$ cat src/rtl/row_cache_lowest_index_replace_core_defines.svh
// Assertion macros shared by the row cache slot manager.
`ifndef ROW_CACHE_LOWEST_INDEX_REPLACE_CORE_DEFINES_SVH
`define ROW_CACHE_LOWEST_INDEX_REPLACE_CORE_DEFINES_SVH

// Same-cycle implication, checked out of reset.
`define RCLR_ASSERT_NOW(label, clk, rst_n, ante, cons) \
    label: assert property (@(posedge clk) disable iff (!rst_n) (ante) |-> (cons)) \
        else $error("rclr: same-cycle check failed");

// Next-cycle implication, checked out of reset.
`define RCLR_ASSERT_NEXT(label, clk, rst_n, ante, cons) \
    label: assert property (@(posedge clk) disable iff (!rst_n) (ante) |=> (cons)) \
        else $error("rclr: next-cycle check failed");

`endif

$ cat src/rtl/rclr_pkg.sv
package rclr_pkg;

    // Samples are grouped in rows of the status memory.
    localparam int ROW_W  = 32;
    localparam int ROW_BW = 5;

    localparam int CFG_SIZE_W  = 9;
    localparam int CFG_COUNT_W = 11;
    localparam int CFG_DATA_W  = 11;

    localparam logic [CFG_SIZE_W-1:0]  CFG_SIZE_RST  = 9'd256;
    localparam logic [CFG_COUNT_W-1:0] CFG_COUNT_RST = 11'd1024;

    typedef enum logic [0:0] {
        CFG_CACHE_SIZE   = 1'b0,
        CFG_SAMPLE_COUNT = 1'b1
    } t_cfg_reg;

    typedef enum logic [1:0] {
        CMD_LOOKUP  = 2'd0,
        CMD_REPLACE = 2'd1,
        CMD_LOCK    = 2'd2,
        CMD_UNLOCK  = 2'd3
    } t_cmd;

    typedef enum logic [1:0] {
        ST_NEVER   = 2'd0,
        ST_CACHED  = 2'd1,
        ST_EVICTED = 2'd2
    } t_status;

    // One row: eligibility and status of ROW_W consecutive samples.
    typedef struct packed {
        logic [ROW_W-1:0]    elig;
        t_status [ROW_W-1:0] status;
    } t_row;

    typedef enum logic [3:0] {
        S_IDLE,
        S_READ,
        S_EVAL,
        S_SEARCH,
        S_VREAD,
        S_VPICK,
        S_VSLOT,
        S_IDXW,
        S_FIN
    } t_state;

    typedef struct packed {
        logic accept;
        logic read_idx;
        logic eval;
        logic search;
        logic read_vic;
        logic pick_vic;
        logic swap_vic;
        logic write_idx;
        logic load_out;
    } t_dp_cmd;

    typedef struct packed {
        logic go_search;
        logic found;
        logic last_chunk;
        logic out_free;
    } t_dp_sts;

endpackage

$ cat src/rtl/rclr_ctrl.sv
module rclr_ctrl import rclr_pkg::*; (
    input  logic    i_clk,
    input  logic    i_rst_n,
    input  logic    i_in_valid,
    input  t_dp_sts i_sts,
    output logic    o_in_ready,
    output t_dp_cmd o_cmd
);

    t_state r_state;
    t_state n_state;

    always_ff @(posedge i_clk) begin
        if (!i_rst_n) begin
            r_state <= S_IDLE;
        end else begin
            r_state <= n_state;
        end
    end

    always_comb begin
        n_state = r_state;
        unique case (r_state)
            S_IDLE: begin
                if (i_in_valid) begin
                    n_state = S_READ;
                end
            end
            S_READ:   n_state = S_EVAL;
            S_EVAL: begin
                n_state = i_sts.go_search ? S_SEARCH : S_FIN;
            end
            S_SEARCH: begin
                if (i_sts.found) begin
                    n_state = S_VREAD;
                end else if (i_sts.last_chunk) begin
                    n_state = S_FIN;
                end
            end
            S_VREAD:  n_state = S_VPICK;
            S_VPICK:  n_state = S_VSLOT;
            S_VSLOT:  n_state = S_IDXW;
            S_IDXW:   n_state = S_FIN;
            S_FIN: begin
                if (i_sts.out_free) begin
                    n_state = S_IDLE;
                end
            end
            default:  n_state = S_IDLE;
        endcase
    end

    always_comb begin
        o_cmd      = '0;
        o_in_ready = 1'b0;
        unique case (r_state)
            S_IDLE: begin
                // hold off words while reset is applied
                o_in_ready   = i_rst_n;
                o_cmd.accept = i_in_valid && i_rst_n;
            end
            S_READ:   o_cmd.read_idx  = 1'b1;
            S_EVAL:   o_cmd.eval      = 1'b1;
            S_SEARCH: o_cmd.search    = 1'b1;
            S_VREAD:  o_cmd.read_vic  = 1'b1;
            S_VPICK:  o_cmd.pick_vic  = 1'b1;
            S_VSLOT:  o_cmd.swap_vic  = 1'b1;
            S_IDXW:   o_cmd.write_idx = 1'b1;
            S_FIN:    o_cmd.load_out  = i_sts.out_free;
            default:  o_cmd = '0;
        endcase
    end

endmodule

$ cat config.mk
export PLATFORM = sky130hd
export DESIGN_NAME = rclr_ctrl
export DESIGN_NICKNAME = d
export VERILOG_FILES = /design/src/rtl/row_cache_lowest_index_replace_core_defines.svh /design/src/rtl/rclr_pkg.sv /design/src/rtl/rclr_ctrl.sv
export SDC_FILE = /design/constraint.sdc
export NUM_CORES = 1
export LEC_CHECK = 0
export ABC_AREA = 1
export CAP_MARGIN = 20
export CORE_AREA = 4 4 41 43
export CTS_CLUSTER_SIZE = 12
export DETAILED_ROUTE_END_ITERATION = 8
export DIE_AREA = 0 0 45 47
export DONT_BUFFER_PORTS = 1
export GPL_TIMING_DRIVEN = 0
export REMOVE_ABC_BUFFERS = 1
export SLEW_MARGIN = 10
export SYNTH_ARGS = -nofsm -noshare
export SYNTH_HDL_FRONTEND = slang
export SYNTH_SLANG_ARGS = --single-unit
$ cat constraint.sdc
create_clock -name i_clk -period 1.1 [get_ports i_clk]
set_clock_uncertainty 0.05 [all_clocks]
set_input_delay 0.165 -clock i_clk [delete_from_list [all_inputs] [get_ports i_clk]]
set_output_delay 0.165 -clock i_clk [all_outputs]
set_load 0.1 [all_outputs]
==> results.cfg, run 1 <==
[floorplan]
fp.dieW_um = 45
ios = 17
start_util_pct = 26.5
fp.coreArea_um2 = 1300
die-area_um2 = 2120
die_y_um = 47
rows = 13

[placement]
dp_hpwl_um = 694
routabilityCongestion = 0.784
placedCellCount = 77
place_ws_ns = -0.717
dpl_cell_area_um2 = 454
port_buffers = 0

[cts]
cts_buffers = 3
insertion_delay_ns = 0.24
cts_tree = yes
cts.sinks = 4
holdBufCountCts = 0
clk_pin_slew_ns = 0.04
root_buffer = clkbuf_4
clockBufferDepth = 2
ctsHtreeMaxLevel = 1

[synth]
ys_seq_area_share_pct = 23.2
syn_inst = 58
synth_area_um2 = 345
synth.area.mux_share_pct = 0
synthXorXnorAreaFrac_pct = 0
synth.top_cell.area_share_pct = 23.2
yosys_warnings = 0
yosysUniqueCellTypes = 16
synth-compound-area-share_pct = 6.52
netlist_top_cells_area = dfxtp_1 23%, inv_1 14%, nand2_1 9.8%
synth_area_leader_cell = dfxtp_1
synthSimpleGateAreaFrac_pct = 55.1
ys_ff_latch = 4
synthAdderAreaFrac_pct = 0
synth_top_family_by_area = simple AND/OR/NAND/NOR gates
avgSynthCellArea_um2 = 5.95

[route]
drt_pass1_iterations = 4
drc = 0
via_count = 450
drtIter0Drc = 4
drt-total-wl_um = 1230
ant_nets = 0
wl_per_cell_um = 12.8
via_per_inst = 4.69

[finish]
reg_top3 = r_state: 4 flops
n_antenna_cell = 0
drive_gt1_share_pct = 74.1
top_register = r_state
final_nets = 90
fill_cells = 119
syn_to_final_growth_pct = 114
largest_register_ffs = 4
multi_input_area_um2 = 334
final_util_pct = 56.7
finalNonFillerCells = 96
final-seq-area_um2 = 95.1
design_area_um2 = 738

[run_status]
violations = negative setup slack
outcome = complete, but fails checks

[power]
p_int_uw = 664
power_frac_seq_pct = 16.4
clkPwrFrac_pct = 12.6
ir_worst_vdd_mv = 0.927
combPwrFrac_pct = 71.0
switching_share_pct = 57.3
leakagePower_uw = 0.000321
p_per_area_nw_per_um2 = 2110
p_switching_uw = 892

[setup_path]
crit_type = reg2out
cp-end-kind = primary output
crit_arrival_ns = 1.39
cp_max_fo = 6
worstPathRequired_ns = 0.88
start_kind = flip-flop

[global_routing]
grt_usage_pct = 11.9
grt_pass1_vias = 428
antenna_found_initial = 0
grt_max_degree = 7
grt_pass1_wl_um = 1820
met1_usage_pct = 13.9
busiest_layer = met2
grt_remaining_overflow = 0
use_met3_pct = 3.83
met2_usage_pct = 18.9

[sta]
fin_crit_sh_pct = 146
layout_setup_ws_ns = -0.503
rsz0062_at_grt = yes
worst_pin_slew_ns = 0.614
max_freq_mhz = 624
setup_viol = 14
slew_violations = 0
min_period_ns = 1.60
hold_viol = 0
relSlewSlack_pct = 59.0

[flow_run]
cap_violations = 0

[hold_path]
holdCritPathClass = in2reg
[cell usage in the layout, fill, tap and decap left out, drive strengths merged]
cell type	Yosys	layout
nor4	2	2
clkinvlp	0	3
dfxtp	4	4
nand3	7	7
nor3	3	3
nor2	11	11
inv	13	11
a21oi	3	3
clkbuf	0	3
nand2	12	12
nand3b	1	1
or2	1	1
buf	0	20
[cell usage after synthesis]
cell and number:
inv_1 13, nand2_1 9, nor2_1 7, nand3_1 6, dfxtp_1 4, nand2_2 3
nor2_2 3, nor3_1 3, a21oi_2 2, nor4_1 2, a21oi_1 1, clkinv_1 1
nand3_2 1, nand3b_1 1, nor2_4 1, or2_2 1
[cells by family after synthesis]
logic type | Yosys count
buf+inv | 14
simple gates | 37
flops | 4
compound gates | 3
[per-stage QoR]
stage / power [uW] / hold WS, ns / TNS (ns)
after floorplan: 833 / 0.260 / -12.91
after global placement: 886 / 0.293 / -14.27
after detailed placement: 985 / 0.289 / -5.18
after CTS: 1420 / 0.0297 / -5.06
after global routing: 1620 / 0.0382 / -5.84
final: 1560 / 0.0258 / -5.20
[power by group through the flow]
stage,combinational (uW),sequential [uW],clock (uW)
after floorplan,619,215,0
after global placement,663,223,0
after detailed placement,757,228,0
after CTS,985,244,194
after global routing,1160,262,201
final,1100,255,195
[area by class of cell]
class	count	share of cell area, %
sequential	4	12.9
multi-input combinational	40	45.3
clock buffer	3	3.05
tap	15	2.54
timing repair buffer	20	26.6
inverter	14	9.66
[worst max-delay path, stage by stage, from the launching register on]
cell     delay [ns]
dfxtp_4        0.37
nor2_4         0.19
inv_2          0.08
nor2_4         0.51
[worst paths after layout]
| check | start | to | slack (ns) | depth (start not counted) |
|---|---|---|---|---|
| min reg2reg | r_state[1]$_SDFFE_PN0P_ | r_state[2]$_SDFFE_PN0P_ | 0.63 | 3 |
| min | i_sts[2] | r_state[2]$_SDFFE_PN0P_ | 0.03 | 2 |
| max reg2reg | r_state[2]$_SDFFE_PN0P_ | r_state[2]$_SDFFE_PN0P_ | -0.41 | 6 |
| max | r_state[0]$_SDFFE_PN0P_ | o_cmd[4] | -0.50 | 3 |
[timing repair]
item	4_1_cts	5_1_grt
endpoints found under the hold margin	0	0
buffers inserted	13	4
pin swaps	5	9
endpoints found under the setup margin	14	14
gates resized for setup	28	14
[metal layers]
| metal | vias up | share of wire (%) |
|---|---|---|
| li1 | 225 | - |
| met1 | 206 | 38 |
| met2 | 16 | 53 |
| met3 | 3 | 7.2 |
| met4 | 0 | 1.6 |
| met5 | - | 0 |
(Power assumes the default switching activity.)
==> run 2: changes to the inputs <==
Settings changed: ABC_AREA 1 to not set, SETUP_SLACK_MARGIN set to 0.4.
==> run 2 against run 1 <==
Against the previous run: the run still ends with negative setup slack left; largest power group unchanged; cell area is 12% lower; maximum frequency is 4.4% higher; sequential share of layout area is 1.7 points higher; worst setup slack better by 0.067 ns; die area stayed put; critical path depth is 1 lower; register-to-register slack better by 0.20 ns; total power is 48% lower; sequential power is 22% lower.
==> results.cfg, run 2 <==
[power]
ir_worst_vdd_mv = 0.811
p_per_area_nw_per_um2 = 1230
leakagePower_uw = 0.000226

[synth]
yosys_warnings = 0
yosysUniqueCellTypes = 25
netlist_top_cells_area = dfxtp_1 26%, nor3_1 6.5%, nand2b_1 6.0%
avgSynthCellArea_um2 = 7.57
synth-main-ff-cell = dfxtp_1
synthArstFlopShare_pct = 0
ys_ff_latch = 4
yosysMostFrequentCell = nor2_1
synth_area_leader_cell = dfxtp_1
synth_edf_count = 0
synth_area_um2 = 310
syn_inst = 41
ys_seq_area_share_pct = 25.8
synth.top_cell.area_share_pct = 25.8
synth_common_cells = 5 x nor2_1, 4 x dfxtp_1, 4 x nor3_1, 3 x nand2_1, 3 x nand2b_1

[sta]
fin_setup_tns_ns = -4.24
worst_pin_slew_ns = 0.613
setup_viol = 13
rsz0062_at_grt = yes
hold_viol = 0
max_freq_mhz = 651
fin_crit_sh_pct = 140
min_period_ns = 1.54
layout_setup_ws_ns = -0.435
relSlewSlack_pct = 59.0
slew_violations = 0
hold-worst-slack_ns = 0.0347

[finish]
largest_register_ffs = 4
final_util_pct = 50.1
layout_commonest_cell = buf_6
syn_to_final_growth_pct = 110
design_area_um2 = 652
reg_top3 = r_state: 4 flops
top_register = r_state
final-seq-area_um2 = 95.1
final_cell_mix = 7 x buf_6, 4 x dfxtp_4, 4 x buf_4
final_nets = 65
drive_gt1_share_pct = 71.4
n_antenna_cell = 0
fill_cells = 131
multi_input_area_um2 = 322

[setup_path]
cp-end-kind = primary output
reg2reg_to = r_state[3]$_SDFFE_PN0P_
rrSetupSlack_ns = -0.21
r2r-start = r_state[2]$_SDFFE_PN0P_
cp_max_fo = 6
crit_type = reg2out
start_kind = flip-flop
crit_arrival_ns = 1.32
worstPathRequired_ns = 0.88
ff2ff_path_depth = 6

[cts]
clockBufferDepth = 2
clk_pin_slew_ns = 0.04
cts_tree = yes
cts_buffers = 3
cts.sinks = 4
root_buffer = clkbuf_4
ctsHtreeMaxLevel = 1
insertion_delay_ns = 0.24

[global_routing]
antenna_found_initial = 0
grt_remaining_overflow = 0
grt_pass1_wl_um = 1760
grt_max_degree = 9
grt_pass1_vias = 376
grt_usage_pct = 11.9

[route]
via_count = 373
via_per_inst = 5.25
drc = 0
wl_per_cell_um = 14.5
drtIter0Drc = 5
drt-total-wl_um = 1030
ant_nets = 0
drt_pass1_iterations = 4

[run_status]
outcome = complete, but fails checks
violations = negative setup slack

[hold_path]
hold_path.startpoint = i_sts[2]
holdPathStages = 2
holdPathEnd = r_state[2]$_SDFFE_PN0P_
holdCritPathClass = in2reg

[floorplan]
die_y_um = 47
ios = 17
fp.coreArea_um2 = 1300
start_util_pct = 23.8
fp.dieW_um = 45
rows = 13
die-area_um2 = 2120

[placement]
dpl_cell_area_um2 = 397
routabilityCongestion = 0.778
dp_hpwl_um = 602
port_buffers = 0

[flow_run]
cap_violations = 0
## run 2: final cells by class
class	instances	share of cell area, %
Sequential cell	4	14.6
Clock buffer	3	3.45
Multi-Input combinational cell	32	49.3
Timing Repair Buffer	15	28.2
Tap cell	15	2.88
Inverter	2	1.54
## run 2: cells by family (layout without fill, tap and decap cells)
| family | Yosys count | count (layout) | share of synthesized area (%) |
|---|---|---|---|
| and+or+nand+nor | 25 | 25 | 46.4 |
| DFF | 4 | 4 | 25.8 |
| buffers and inverters | 5 | 20 | 8.87 |
| AOI/OAI and AO/OA | 7 | 7 | 19.0 |
## run 2: worst max-delay path by stage
stage                                       start       end  slack [ns]  cells after the start
after floorplan           r_state[1]$_SDFFE_PN0P_  o_cmd[6]       -1.82                      2
after global placement    r_state[1]$_SDFFE_PN0P_  o_cmd[6]       -1.98                      2
after detailed placement  r_state[1]$_SDFFE_PN0P_  o_cmd[5]       -0.86                      2
after CTS                 r_state[0]$_SDFFE_PN0P_  o_cmd[8]       -0.44                      2
after global routing      r_state[2]$_SDFFE_PN0P_  o_cmd[8]       -0.48                      2
final                     r_state[2]$_SDFFE_PN0P_  o_cmd[5]       -0.44                      2
## run 2: repair_timing
action,4_1_cts,5_1_grt
setup endpoints to repair,14,14
hold buffers,0,0
cloned,0,0
pin swaps,9,9
gates resized for setup,38,4
setup buffers,9,2
## run 2: critical path, stage by stage, from the launching register on
cell and delay, ns:
dfxtp_4 0.38, nand2b_4 0.18, nor2_4 0.51
## run 2: where the power goes
| group | leakage [uW] | switching, uW | total (uW) | internal (uW) |
|---|---|---|---|---|
| clock | 0.0000138 | 66.5 | 189 | 122 |
| combinational | 0.000177 | 261 | 415 | 154 |
| sequential | 0.0000356 | 40.8 | 199 | 158 |
## run 2: metal layers
| metal | GRT usage [%] | wire (um) | share of wire, % |
|---|---|---|---|
| met1 | 12.4 | 371 | 36 |
| met2 | 20.9 | 572 | 55 |
| met3 | 6.13 | 89 | 8.6 |
| met4 | 3.51 | 0 | 0 |
| met5 | 0 | 0 | 0 |
## run 2: metrics by stage
stage                     power (uW)  instances  setup WS [ns]
after detailed placement         483         57         -0.857
after global routing             844         71         -0.483
after floorplan                  420         38          -1.82
after CTS                        798         69         -0.442
after global placement           439         53          -1.98
final                            803         71         -0.435
==> run 3: changes to the inputs <==
Settings changed: ABC_AREA set to 1.
==> run 3 against run 2 <==
Against the previous run: the flow still finishes with violations (negative setup slack); final cell count grew 37%; non-clock buffer count is 6 higher; critical path depth increased by 1; first-iteration DRC count fell by 20%; global-route usage is essentially flat; via count up 21%; sequential cell count is the same; die area unchanged; sequential power is 30% higher; wire length up 23%; worst setup slack worse by 0.067 ns; critical path type unchanged; highest routed layer is now met4.
==> results.cfg, run 3 (synthesis results as in run 1) <==
[run_status]
outcome = complete, but fails checks
violations = negative setup slack

[placement]
dp_hpwl_um = 694
routabilityCongestion = 0.784
place_ws_ns = -0.717
port_buffers = 0

[hold_path]
hold_path.startpoint = i_sts[2]
holdPathStages = 2
holdPathEnd = r_state[2]$_SDFFE_PN0P_
holdCritPathClass = in2reg

[route]
drc = 0
via_count = 453
ant_nets = 0
via_per_inst = 4.67
wl_per_cell_um = 13.1
drt-total-wl_um = 1270
drtIter0Drc = 4
drt_pass1_iterations = 4

[cts]
holdBufCountCts = 0
ctsHtreeMaxLevel = 1
cts.sinks = 4
cts_buffers = 3
cts_tree = yes
insertion_delay_ns = 0.25
clockBufferDepth = 2
root_buffer = clkbuf_4
clk_pin_slew_ns = 0.04

[power]
power_frac_seq_pct = 16.4
p_int_uw = 667
combPwrFrac_pct = 70.9
p_switching_uw = 901
p_per_area_nw_per_um2 = 2090
leakagePower_uw = 0.000324
ir_worst_vdd_mv = 0.925
clkPwrFrac_pct = 12.6
switching_share_pct = 57.4

[finish]
largest_register_ffs = 4
final_nets = 91
final_cell_mix = 13 x buf_4, 7 x inv_1, 6 x nor2_4
syn_to_final_growth_pct = 117
layout_commonest_cell = buf_4
top_register = r_state
drive_gt1_share_pct = 74.4
reg_top3 = r_state: 4 flops
fill_cells = 117
n_antenna_cell = 0

[setup_path]
rrSetupSlack_ns = -0.41
crit_type = reg2out
start_kind = flip-flop
crit_arrival_ns = 1.39
reg2reg_to = r_state[2]$_SDFFE_PN0P_
cp_max_fo = 6
worstPathRequired_ns = 0.88
r2r-start = r_state[2]$_SDFFE_PN0P_
ff2ff_path_depth = 6
cp-end-kind = primary output

[sta]
rsz0062_at_grt = yes
hold-worst-slack_ns = 0.0241
min_period_ns = 1.60
layout_setup_ws_ns = -0.502
fin_crit_sh_pct = 146
fin_setup_tns_ns = -5.29
max_freq_mhz = 624
worst_pin_slew_ns = 0.614
slew_violations = 0
setup_viol = 14
relSlewSlack_pct = 58.9
hold_viol = 0

[floorplan]
fp.dieW_um = 45
die_y_um = 47
ios = 17
start_util_pct = 26.5
rows = 13
die-area_um2 = 2120
fp.coreArea_um2 = 1300

[global_routing]
antenna_found_initial = 0
grt_usage_pct = 11.9
grt_remaining_overflow = 0
grt_max_degree = 7
grt_pass1_vias = 428
grt_pass1_wl_um = 1820

[flow_run]
cap_violations = 0
run 3: changes by cell type in the layout (fill, tap and decap cells not counted), sizes merged, moves of 2 or more:
cell      change
a211oi        -2
buf           +6
clkinvlp      +3
and2          -2
a21oi         +2
nor2          +6
nand3         +7
nand2b        -4
nand2         +9
inv           +9
run 3: cell type report:
class / instances / area, um2 / share of cell area, %
well taps: 15 / 18.8 / 2.50
repair buffers: 21 / 208 / 27.7
multi-input cells: 40 / 334 / 44.6
flip-flops and latches: 4 / 95.1 / 12.7
clock buffers: 3 / 22.5 / 3.01
inverters: 14 / 71.3 / 9.52
run 3: timing repair:
item / CTS / global route
pin swaps: 5 / 8
buffers inserted: 13 / 4
gates resized for setup: 28 / 15
cloned: 0 / 0
endpoints found under the setup margin: 14 / 14
run 3: layer usage:
metal / up-vias / wire, um / share of wire (%) / GRT usage (%)
li1: 229 / - / - / -
met1: 207 / 496 / 39 / 13.9
met2: 14 / 682 / 54 / 18.9
met3: 3 / 69 / 5.4 / 3.83
met4: 0 / 20 / 1.6 / 7.02
met5: - / 0 / 0 / 0
run 3: stage by stage:
stage,total power (uW),cell area (um2),utilization [%],instances
finish,1570,749,57.6,97
global route,1630,749,57.6,97
CTS,1420,659,50.7,93
detailed placement,985,454,34.9,77
global placement,886,364,28.0,73
floorplan,833,345,-,58
run 3: power by group through the flow:
stage | clock, uW | sequential [uW] | combinational (uW)
floorplan | 0 | 215 | 619
global placement | 0 | 223 | 663
detailed placement | 0 | 228 | 757
CTS | 194 | 244 | 985
global route | 201 | 263 | 1170
finish | 198 | 258 | 1110
run 3: worst max-delay path, cell delays in order, from the launching register on:
cell and delay (ns):
dfxtp_4 0.37, nor2_4 0.18, inv_2 0.08, nor2_4 0.51
run 3: worst max-delay path by stage:
stage                                        from    endpoint  slack, ns  cells after the start
after floorplan           r_state[0]$_SDFFE_PN0P_    o_cmd[0]      -2.55                      3
after global placement    r_state[0]$_SDFFE_PN0P_    o_cmd[0]      -2.71                      3
after detailed placement  r_state[0]$_SDFFE_PN0P_  o_in_ready      -0.72                      3
after CTS                 r_state[1]$_SDFFE_PN0P_    o_cmd[4]      -0.48                      3
after global routing      r_state[0]$_SDFFE_PN0P_    o_cmd[4]      -0.54                      3
final                     r_state[0]$_SDFFE_PN0P_    o_cmd[4]      -0.50                      3
